===== config.mk =====
export PLATFORM = sky130hd
export DESIGN_NAME = fixed_window_rate_limiter_flat
export DESIGN_NICKNAME = d
export VERILOG_FILES = /design/src/hdl/frwl_pkg.sv /design/src/hdl/frwl_if.sv /design/src/hdl/frwl_cfg.sv /design/src/hdl/frwl_core.sv /design/src/hdl/fixed_window_rate_limiter.sv /design/src/flat_wrapper.sv
export SDC_FILE = /design/constraint.sdc
export NUM_CORES = 1
export LEC_CHECK = 0
export ABC_AREA = 0
export BUFFER_PORTS_ARGS = -buffer_cell sky130_fd_sc_hd__buf_2
export CORE_UTILIZATION = 25
export CTS_CLUSTER_DIAMETER = 80
export DETAILED_ROUTE_END_ITERATION = 10
export SLEW_MARGIN = 20
export SYNTH_ARGS = -nofsm -noshare
export SYNTH_HDL_FRONTEND = slang
export SYNTH_HIERARCHICAL = 1
export SYNTH_SLANG_ARGS = --single-unit

===== constraint.sdc =====
create_clock -name clk -period 8.9 [get_ports clk]
set_input_delay 2.225 -clock clk [delete_from_list [all_inputs] [get_ports clk]]
set_output_delay 2.225 -clock clk [all_outputs]
set_load 0.01 [all_outputs]

===== src/hdl/frwl_pkg.sv =====
// ----------------------------------------------------------------------------
// frwl_pkg - fixed window rate limiter shared definitions
// Field widths, register indexes, status codes and the structs passed
// between the limiter's modules.
// ----------------------------------------------------------------------------
package frwl_pkg;

    // payload field widths
    localparam int ENDPOINT_W  = 4;
    localparam int TIME_W      = 32;
    localparam int STATUS_W    = 2;
    localparam int COUNT_W     = 16;
    localparam int TOTAL_W     = 32;

    // configuration port
    localparam int CFG_IDX_W   = 3;
    localparam int CFG_DATA_W  = 16;

    // per-endpoint limit slots held in the register file
    localparam int LIMIT_SLOTS = 4;
    localparam int LIMIT_IDX_W = 2;

    localparam int ENDPOINT_COUNT_DEFAULT = 4;

    // register indexes
    localparam logic [CFG_IDX_W-1:0] CFG_WINDOW_SECONDS = 3'd0;
    localparam logic [CFG_IDX_W-1:0] CFG_LIMIT_0        = 3'd1;
    localparam logic [CFG_IDX_W-1:0] CFG_LIMIT_1        = 3'd2;
    localparam logic [CFG_IDX_W-1:0] CFG_LIMIT_2        = 3'd3;
    localparam logic [CFG_IDX_W-1:0] CFG_LIMIT_3        = 3'd4;

    // register reset values
    localparam logic [CFG_DATA_W-1:0] WINDOW_SECONDS_RST = 16'd60;
    localparam logic [CFG_DATA_W-1:0] LIMIT_0_RST        = 16'd50;
    localparam logic [CFG_DATA_W-1:0] LIMIT_1_RST        = 16'd100;
    localparam logic [CFG_DATA_W-1:0] LIMIT_2_RST        = 16'd200;
    localparam logic [CFG_DATA_W-1:0] LIMIT_3_RST        = 16'd0;

    // decision codes
    typedef enum logic [STATUS_W-1:0] {
        ST_ALLOWED  = 2'd0,
        ST_EXCEEDED = 2'd1,
        ST_ERROR    = 2'd2
    } status_t;

    // live configuration seen by the decision logic
    typedef struct packed {
        logic [CFG_DATA_W-1:0]                  window_seconds;
        logic [LIMIT_SLOTS-1:0][CFG_DATA_W-1:0] limit;
    } cfg_t;

    // one decision
    typedef struct packed {
        status_t              status;
        logic [COUNT_W-1:0]   remaining;
        logic [TOTAL_W-1:0]   hits_total;
        logic [TOTAL_W-1:0]   exceeded_total;
    } result_t;

endpackage


===== src/hdl/frwl_if.sv =====
// ----------------------------------------------------------------------------
// frwl_if - fixed window rate limiter channel interfaces
// Request, response and configuration write channels, each a valid/ready
// handshake with its payload.
// ----------------------------------------------------------------------------

// request channel
interface frwl_req_if;
    import frwl_pkg::*;

    logic                  valid;
    logic                  ready;
    logic [ENDPOINT_W-1:0] endpoint;
    logic [TIME_W-1:0]     now_seconds;

    modport source (output valid, output endpoint, output now_seconds, input ready);
    modport sink   (input valid, input endpoint, input now_seconds, output ready);
endinterface

// response channel
interface frwl_rsp_if;
    import frwl_pkg::*;

    logic                valid;
    logic                ready;
    logic [STATUS_W-1:0] status;
    logic [COUNT_W-1:0]  remaining;
    logic [TOTAL_W-1:0]  hits_total;
    logic [TOTAL_W-1:0]  exceeded_total;

    modport source (output valid, output status, output remaining, output hits_total,
                    output exceeded_total, input ready);
    modport sink   (input valid, input status, input remaining, input hits_total,
                    input exceeded_total, output ready);
endinterface

// configuration write channel
interface frwl_cfg_if;
    import frwl_pkg::*;

    logic                  valid;
    logic                  ready;
    logic [CFG_IDX_W-1:0]  index;
    logic [CFG_DATA_W-1:0] data;

    modport source (output valid, output index, output data, input ready);
    modport sink   (input valid, input index, input data, output ready);
endinterface


===== src/hdl/frwl_cfg.sv =====
// ----------------------------------------------------------------------------
// frwl_cfg - configuration register file
// Holds the window length and the per-endpoint limits; one write per
// transfer, unknown indexes are dropped.
// ----------------------------------------------------------------------------
module frwl_cfg (
    input  logic          clk,
    input  logic          rst_n,
    frwl_cfg_if.sink      cfg,
    output frwl_pkg::cfg_t cfg_out
);
    import frwl_pkg::*;

    cfg_t cfg_reg;
    cfg_t cfg_next;

    // writes are always taken
    assign cfg.ready = 1'b1;
    assign cfg_out   = cfg_reg;

    // index decode
    always_comb
    begin
        cfg_next = cfg_reg;
        if (cfg.valid)
        begin
            unique case (cfg.index)
                CFG_WINDOW_SECONDS: cfg_next.window_seconds = cfg.data;
                CFG_LIMIT_0:        cfg_next.limit[0]       = cfg.data;
                CFG_LIMIT_1:        cfg_next.limit[1]       = cfg.data;
                CFG_LIMIT_2:        cfg_next.limit[2]       = cfg.data;
                CFG_LIMIT_3:        cfg_next.limit[3]       = cfg.data;
                default:            cfg_next                = cfg_reg;
            endcase
        end
    end

    // register file
    always_ff @(posedge clk or negedge rst_n)
    begin
        if (!rst_n)
        begin
            cfg_reg.window_seconds <= WINDOW_SECONDS_RST;
            cfg_reg.limit[0]       <= LIMIT_0_RST;
            cfg_reg.limit[1]       <= LIMIT_1_RST;
            cfg_reg.limit[2]       <= LIMIT_2_RST;
            cfg_reg.limit[3]       <= LIMIT_3_RST;
        end
        else
        begin
            cfg_reg <= cfg_next;
        end
    end

endmodule


===== src/hdl/frwl_core.sv =====
// ----------------------------------------------------------------------------
// frwl_core - window state and per-request decision
// Holds the window start, the per-endpoint counts and the running totals,
// and turns one registered request into one decision combinationally.
// ----------------------------------------------------------------------------
module frwl_core #(
    parameter int ENDPOINT_COUNT = frwl_pkg::ENDPOINT_COUNT_DEFAULT
) (
    input  logic                          clk,
    input  logic                          rst_n,
    input  logic                          step,
    input  logic [frwl_pkg::ENDPOINT_W-1:0] endpoint,
    input  logic [frwl_pkg::TIME_W-1:0]     now_seconds,
    input  frwl_pkg::cfg_t                cfg,
    output frwl_pkg::result_t             result
);
    import frwl_pkg::*;

    localparam logic [ENDPOINT_W-1:0] EP_BOUND = ENDPOINT_W'(ENDPOINT_COUNT);

    logic [COUNT_W-1:0] counts_reg  [ENDPOINT_COUNT];
    logic [COUNT_W-1:0] counts_next [ENDPOINT_COUNT];
    logic [COUNT_W-1:0] counts_eff  [ENDPOINT_COUNT];
    logic [TIME_W-1:0]  start_reg;
    logic [TIME_W-1:0]  start_next;
    logic               open_reg;
    logic               open_next;
    logic [TOTAL_W-1:0] hits_reg;
    logic [TOTAL_W-1:0] hits_next;
    logic [TOTAL_W-1:0] exc_reg;
    logic [TOTAL_W-1:0] exc_next;

    logic [TIME_W-1:0]  elapsed;
    logic               new_window;
    logic               ep_ok;
    logic [COUNT_W-1:0] cur;
    logic [COUNT_W-1:0] cur_inc;
    logic [COUNT_W-1:0] lim;
    logic               over;
    logic               allow;

    // window expiry, elapsed time wraps modulo 2^32
    assign elapsed    = now_seconds - start_reg;
    assign new_window = !open_reg || (elapsed >= TIME_W'(cfg.window_seconds));
    assign ep_ok      = endpoint < EP_BOUND;

    // counts as seen after a possible window restart
    always_comb
    begin
        for (int i = 0; i < ENDPOINT_COUNT; i++)
        begin
            counts_eff[i] = new_window ? '0 : counts_reg[i];
        end
    end

    // select the addressed count and limit
    always_comb
    begin
        cur = '0;
        for (int i = 0; i < ENDPOINT_COUNT; i++)
        begin
            if (endpoint == ENDPOINT_W'(i))
            begin
                cur = counts_eff[i];
            end
        end
    end

    assign lim     = cfg.limit[endpoint[LIMIT_IDX_W-1:0]];
    assign over    = cur >= lim;
    assign allow   = ep_ok && !over;
    assign cur_inc = cur + COUNT_W'(1);

    // decision and totals
    always_comb
    begin
        hits_next = hits_reg;
        exc_next  = exc_reg;
        result.status    = ST_ERROR;
        result.remaining = '0;
        if (ep_ok)
        begin
            hits_next = hits_reg + TOTAL_W'(1);
            if (over)
            begin
                exc_next      = exc_reg + TOTAL_W'(1);
                result.status = ST_EXCEEDED;
            end
            else
            begin
                result.status    = ST_ALLOWED;
                result.remaining = lim - cur_inc;
            end
        end
        result.hits_total     = hits_next;
        result.exceeded_total = exc_next;
    end

    // next window state and counts
    always_comb
    begin
        start_next = new_window ? now_seconds : start_reg;
        open_next  = 1'b1;
        for (int i = 0; i < ENDPOINT_COUNT; i++)
        begin
            counts_next[i] = counts_eff[i];
            if (allow && (endpoint == ENDPOINT_W'(i)))
            begin
                counts_next[i] = cur_inc;
            end
        end
    end

    // state registers, updated once per processed request
    always_ff @(posedge clk or negedge rst_n)
    begin
        if (!rst_n)
        begin
            start_reg <= '0;
            open_reg  <= 1'b0;
            hits_reg  <= '0;
            exc_reg   <= '0;
            for (int i = 0; i < ENDPOINT_COUNT; i++)
            begin
                counts_reg[i] <= '0;
            end
        end
        else if (step)
        begin
            start_reg <= start_next;
            open_reg  <= open_next;
            hits_reg  <= hits_next;
            exc_reg   <= exc_next;
            for (int i = 0; i < ENDPOINT_COUNT; i++)
            begin
                counts_reg[i] <= counts_next[i];
            end
        end
    end

endmodule


===== src/hdl/fixed_window_rate_limiter.sv =====
// ----------------------------------------------------------------------------
// fixed_window_rate_limiter - fixed window request rate limiter
// Polices requests per endpoint against per-window limits and reports the
// decision with running hit and exceeded totals.
// ----------------------------------------------------------------------------
// Usage:
//   req  - request channel: endpoint number and current time in seconds.
//   rsp  - response channel: status, remaining, hits_total, exceeded_total,
//          exactly one response per request, in request order.
//   cfg  - register writes (window length, four limits), always ready;
//          write only while no request is in flight.
// Path: a request taken from req sits in the input register, is decided
//   and registered in the result register once that is free or being
//   emptied, and can be taken from rsp from then on.
// Throughput: one request per cycle unless rsp stalls; the window and count
//   state is read, decided on and rewritten within that one cycle.
// Reset: counts, totals and the window clear, no window is open, the
//   registers return to 60 s and limits 50, 100, 200 and 0.
// Stall: while rsp.ready is low the response holds; one further request
//   waits in the input register, after which req.ready drops.
// ----------------------------------------------------------------------------
module fixed_window_rate_limiter #(
    parameter int ENDPOINT_COUNT = frwl_pkg::ENDPOINT_COUNT_DEFAULT
) (
    input  logic       clk,
    input  logic       rst_n,
    frwl_req_if.sink   req,
    frwl_rsp_if.source rsp,
    frwl_cfg_if.sink   cfg
);
    import frwl_pkg::*;

    cfg_t                  cfg_live;
    result_t               result;

    logic                  in_vld_reg;
    logic [ENDPOINT_W-1:0] in_ep_reg;
    logic [TIME_W-1:0]     in_now_reg;
    logic                  out_vld_reg;
    result_t               out_reg;
    logic                  step;

    // advance when the result slot is free or being emptied
    assign step      = in_vld_reg && (!out_vld_reg || rsp.ready);
    assign req.ready = !in_vld_reg || step;

    frwl_cfg u_cfg (
        .clk     (clk),
        .rst_n   (rst_n),
        .cfg     (cfg),
        .cfg_out (cfg_live)
    );

    frwl_core #(
        .ENDPOINT_COUNT (ENDPOINT_COUNT)
    ) u_core (
        .clk         (clk),
        .rst_n       (rst_n),
        .step        (step),
        .endpoint    (in_ep_reg),
        .now_seconds (in_now_reg),
        .cfg         (cfg_live),
        .result      (result)
    );

    // input register control
    always_ff @(posedge clk or negedge rst_n)
    begin
        if (!rst_n)
        begin
            in_vld_reg <= 1'b0;
        end
        else if (req.ready)
        begin
            in_vld_reg <= req.valid;
        end
    end

    // input register payload
    always_ff @(posedge clk)
    begin
        if (req.valid && req.ready)
        begin
            in_ep_reg  <= req.endpoint;
            in_now_reg <= req.now_seconds;
        end
    end

    // result register control
    always_ff @(posedge clk or negedge rst_n)
    begin
        if (!rst_n)
        begin
            out_vld_reg <= 1'b0;
        end
        else if (step)
        begin
            out_vld_reg <= 1'b1;
        end
        else if (rsp.ready)
        begin
            out_vld_reg <= 1'b0;
        end
    end

    // result register payload
    always_ff @(posedge clk)
    begin
        if (step)
        begin
            out_reg <= result;
        end
    end

    assign rsp.valid          = out_vld_reg;
    assign rsp.status         = out_reg.status;
    assign rsp.remaining      = out_reg.remaining;
    assign rsp.hits_total     = out_reg.hits_total;
    assign rsp.exceeded_total = out_reg.exceeded_total;

endmodule


===== src/flat_wrapper.sv =====
// flat-port wrapper written by rule: the top's interface ports become plain ports
module fixed_window_rate_limiter_flat import frwl_pkg::*;
#(
    parameter int ENDPOINT_COUNT = frwl_pkg::ENDPOINT_COUNT_DEFAULT
)
  (clk, rst_n, req_valid, req_endpoint, req_now_seconds, req_ready, rsp_valid, rsp_status, rsp_remaining, rsp_hits_total, rsp_exceeded_total, rsp_ready, cfg_valid, cfg_index, cfg_data, cfg_ready);
  frwl_req_if req_i ();
  frwl_rsp_if rsp_i ();
  frwl_cfg_if cfg_i ();
  input  logic clk;
  input  logic rst_n;
  input wire logic [$bits(req_i.valid)-1:0] req_valid;
  input wire logic [$bits(req_i.endpoint)-1:0] req_endpoint;
  input wire logic [$bits(req_i.now_seconds)-1:0] req_now_seconds;
  output wire logic [$bits(req_i.ready)-1:0] req_ready;
  output wire logic [$bits(rsp_i.valid)-1:0] rsp_valid;
  output wire logic [$bits(rsp_i.status)-1:0] rsp_status;
  output wire logic [$bits(rsp_i.remaining)-1:0] rsp_remaining;
  output wire logic [$bits(rsp_i.hits_total)-1:0] rsp_hits_total;
  output wire logic [$bits(rsp_i.exceeded_total)-1:0] rsp_exceeded_total;
  input wire logic [$bits(rsp_i.ready)-1:0] rsp_ready;
  input wire logic [$bits(cfg_i.valid)-1:0] cfg_valid;
  input wire logic [$bits(cfg_i.index)-1:0] cfg_index;
  input wire logic [$bits(cfg_i.data)-1:0] cfg_data;
  output wire logic [$bits(cfg_i.ready)-1:0] cfg_ready;
  assign req_i.valid = req_valid;
  assign req_i.endpoint = req_endpoint;
  assign req_i.now_seconds = req_now_seconds;
  assign req_ready = req_i.ready;
  assign rsp_valid = rsp_i.valid;
  assign rsp_status = rsp_i.status;
  assign rsp_remaining = rsp_i.remaining;
  assign rsp_hits_total = rsp_i.hits_total;
  assign rsp_exceeded_total = rsp_i.exceeded_total;
  assign rsp_i.ready = rsp_ready;
  assign cfg_i.valid = cfg_valid;
  assign cfg_i.index = cfg_index;
  assign cfg_i.data = cfg_data;
  assign cfg_ready = cfg_i.ready;
  fixed_window_rate_limiter #(.ENDPOINT_COUNT(ENDPOINT_COUNT)) u_core (.clk(clk), .rst_n(rst_n), .req(req_i), .rsp(rsp_i), .cfg(cfg_i));
endmodule

==> results.ini <==
[sta]
finalCritPeriodShare_pct=93.2
skew_ns=0.0279
grt_setup_unrepaired=false
hold_viol=0
max-slew-margin-rel_pct=30.8
fin_worst_hold_slack_ns=0.477
slew_violations=0
min_period_ns=8.30
fin_setup_tns_ns=0
setup_viol=0
tightest_slew_ns=1.04
fmax_mhz=121

[critical_path]
critPathKind=reg2reg
path_max_fanout=16
crit_required_ns=9.31
cp_common_cell=a21o_1
endpoint_kind=flop
cp-start-kind=flop
r2r_end=u_core/u_core/counts_reg[58]
crit_slowest_cell=or3_1
reg2reg_depth=40
rrSetupSlack_ns=0.60
critPathMaxStageDelay_ns=0.47
r2r-start=u_core/in_now_reg[3]
cp_num_buf_inv=3
crit_arrival_ns=8.71
cp_top_family=compound AO/OA/AOI/OAI gates

[min_path]
min_from=u_core/u_core/counts_reg[0]
whs_path_depth=2
min_path_type=reg2reg
min_to=u_core/u_core/counts_reg[0]

[layout]
area_delta_synth_final_pct=16.9
nFillCells=7767
fin_cells=2948
drive_gt1_share_pct=21.8
final_nets=2019
design_area_um2=22600
multiInputGateArea_um2=9080
largest_reg_flops=80
seq_area_um2=9640
num_antenna_cells=0
final_core_util_pct=29.7

[floorplanning]
dieArea_um2=78400
die_x_um=280
fp.coreArea_um2=76200
initial_core_util_pct=25.4
pin_count=145
rows=101
die_h_um=280

[logic_synthesis]
synthAdderAreaFrac_pct=5.09
syn_area_um2=19300
syn-num-nets=1883
synth-xor-area-share_pct=7.88
ys_top_cells_by_area=dfrtp_1, edfxtp_1, mux2_2
synth_mux_area_share_pct=9.82
yosysTopAreaCell=dfrtp_1
synth_top_family_by_area=simple AND/OR/NAND/NOR gates
synth-main-ff-cell=dfrtp_1
yosysUniqueCellTypes=86
yosysSeqAreaShare_pct=49.9
synth-compound-area-share_pct=9.85
syn_inst=1749
syn_avg_cell_area_um2=11.1
synth-seq-cells=361
synth_edf_count=118
netlist.area_leader.share_pct=29.8
synth.most_common_cell=dfrtp_1
yosys_warnings=6
synthTopCellsByCount=dfrtp_1, nand2_1, edfxtp_1
async_flop_share_pct=67.3
yosys.area_share.simple_pct=14.1

[routing]
num_vias=13802
finalWirelength_mm=49.3
ant_nets=0
vias_per_cell=4.68
first_iter_violations=1063
first_pass_iters=6
drc=0
wl_per_cell_um=16.7

[pwr]
powerDensity_nw_per_um2=216
p_leak_nw=9.66
ir_worst_vdd_mv=0.149

[cts]
clockBufferDepth=3
ctsResizeCount=0
cts_tree=yes
clkTransAtPathRegs_ns=0.06
ctsHoldBuffers=0
h-tree-depth=2
root_buffer=clkbuf_16
cts_setup_buffers=0
clock_sinks=361
numCtsBuffers=42
clkLatencyLatePin_ns=0.57

[grt]
antenna_found_initial=0
grt.overflow.total=0
grt_max_degree=125
grt_pass1_wl_mm=77.5
track_usage_pct=12.5
grt_pass1_vias=13850

[place]
place.gp.congestion=0.886
dp_hpwl_mm=35.8
port_buffers=143
placedCellCount=2871
place_area_um2=21200

[run]
drv_cap=0

[run_status]
outcome=finished clean

## worst max path at each step
stage	from	to	slack [ns]	cells after the start
after CTS	u_core/in_now_reg[3]	u_core/u_core/counts_reg[46]	0.38	38
after global placement	u_core/in_now_reg[0]	u_core/u_core/counts_reg[34]	0.53	37
final	u_core/in_now_reg[3]	u_core/u_core/counts_reg[58]	0.60	40
after global routing	u_core/in_now_reg[3]	u_core/u_core/counts_reg[59]	0.03	40
after floorplan	u_core/in_now_reg[3]	u_core/rsp.exceeded_total[24]	0.97	41
after detailed placement	u_core/in_now_reg[0]	u_core/u_core/counts_reg[46]	0.39	37
## placed cells by master (no fill, tap or decap), types with 47 or more instances in the layout
master and count:
dfrtp_1 230, nand2_1 195, buf_2 142, edfxtp_1 118, mux2_2 113, xnor2_1 111, o21ai_0 96, nor2_1 89
inv_1 83, ha_1 72, nand3_1 65, xor2_1 63, a21oi_1 54, clkbuf_16 47
## kinds of logic after synthesis
logic type | count (synthesis)
adders and majority gates | 78
DFF | 361
other | 1
AOI/OAI and AO/OA | 291
and+or+nand+nor | 546
muxes | 143
xor gates and xnor gates | 174
buffers and inverters | 155
## per-stage QoR
| step | total power [mW] | setup slack, ns |
|---|---|---|
| 2_1_floorplan | 2.83 | 0.974 |
| 3_3_place_gp | 3.15 | 0.533 |
| 3_5_place_dp | 3.18 | 0.394 |
| 4_1_cts | 4.94 | 0.383 |
| 5_1_grt | 5.14 | 0.0312 |
| 6_report | 4.87 | 0.602 |
## worst register-to-register path: cells and delay by family (launching register included)
family,cells,cell delay (ns)
xor gates and xnor gates,1,0.15
and+or+nand+nor,14,2.54
buffers and inverters,3,0.69
adders and majority gates,3,0.98
DFF,1,0.40
AOI/OAI and AO/OA,19,3.41
## power by group
group | internal (mW) | leakage, nW | switching (mW)
clock network | 1.01 | 0.678 | 0.706
logic | 0.480 | 4.69 | 0.675
registers | 1.91 | 4.29 | 0.0944
## metal layers
layer	vias to the layer above	track usage (%)	routed length (um)
li1	6509	-	-
met1	6847	16.2	22100
met2	376	21.2	23800
met3	70	2.13	2460
met4	0	3.50	973
met5	-	0	0
## area by class of cell
class / count / share of cell area [%]
inverters: 83 / 1.38
clock buffers: 64 / 5.71
repair buffers: 164 / 3.96
well taps: 1030 / 5.70
flip-flops and latches: 361 / 42.6
clock inverters: 13 / 0.443
multi-input cells: 1233 / 40.2
No activity file was read; power rests on OpenSTA's default activity.
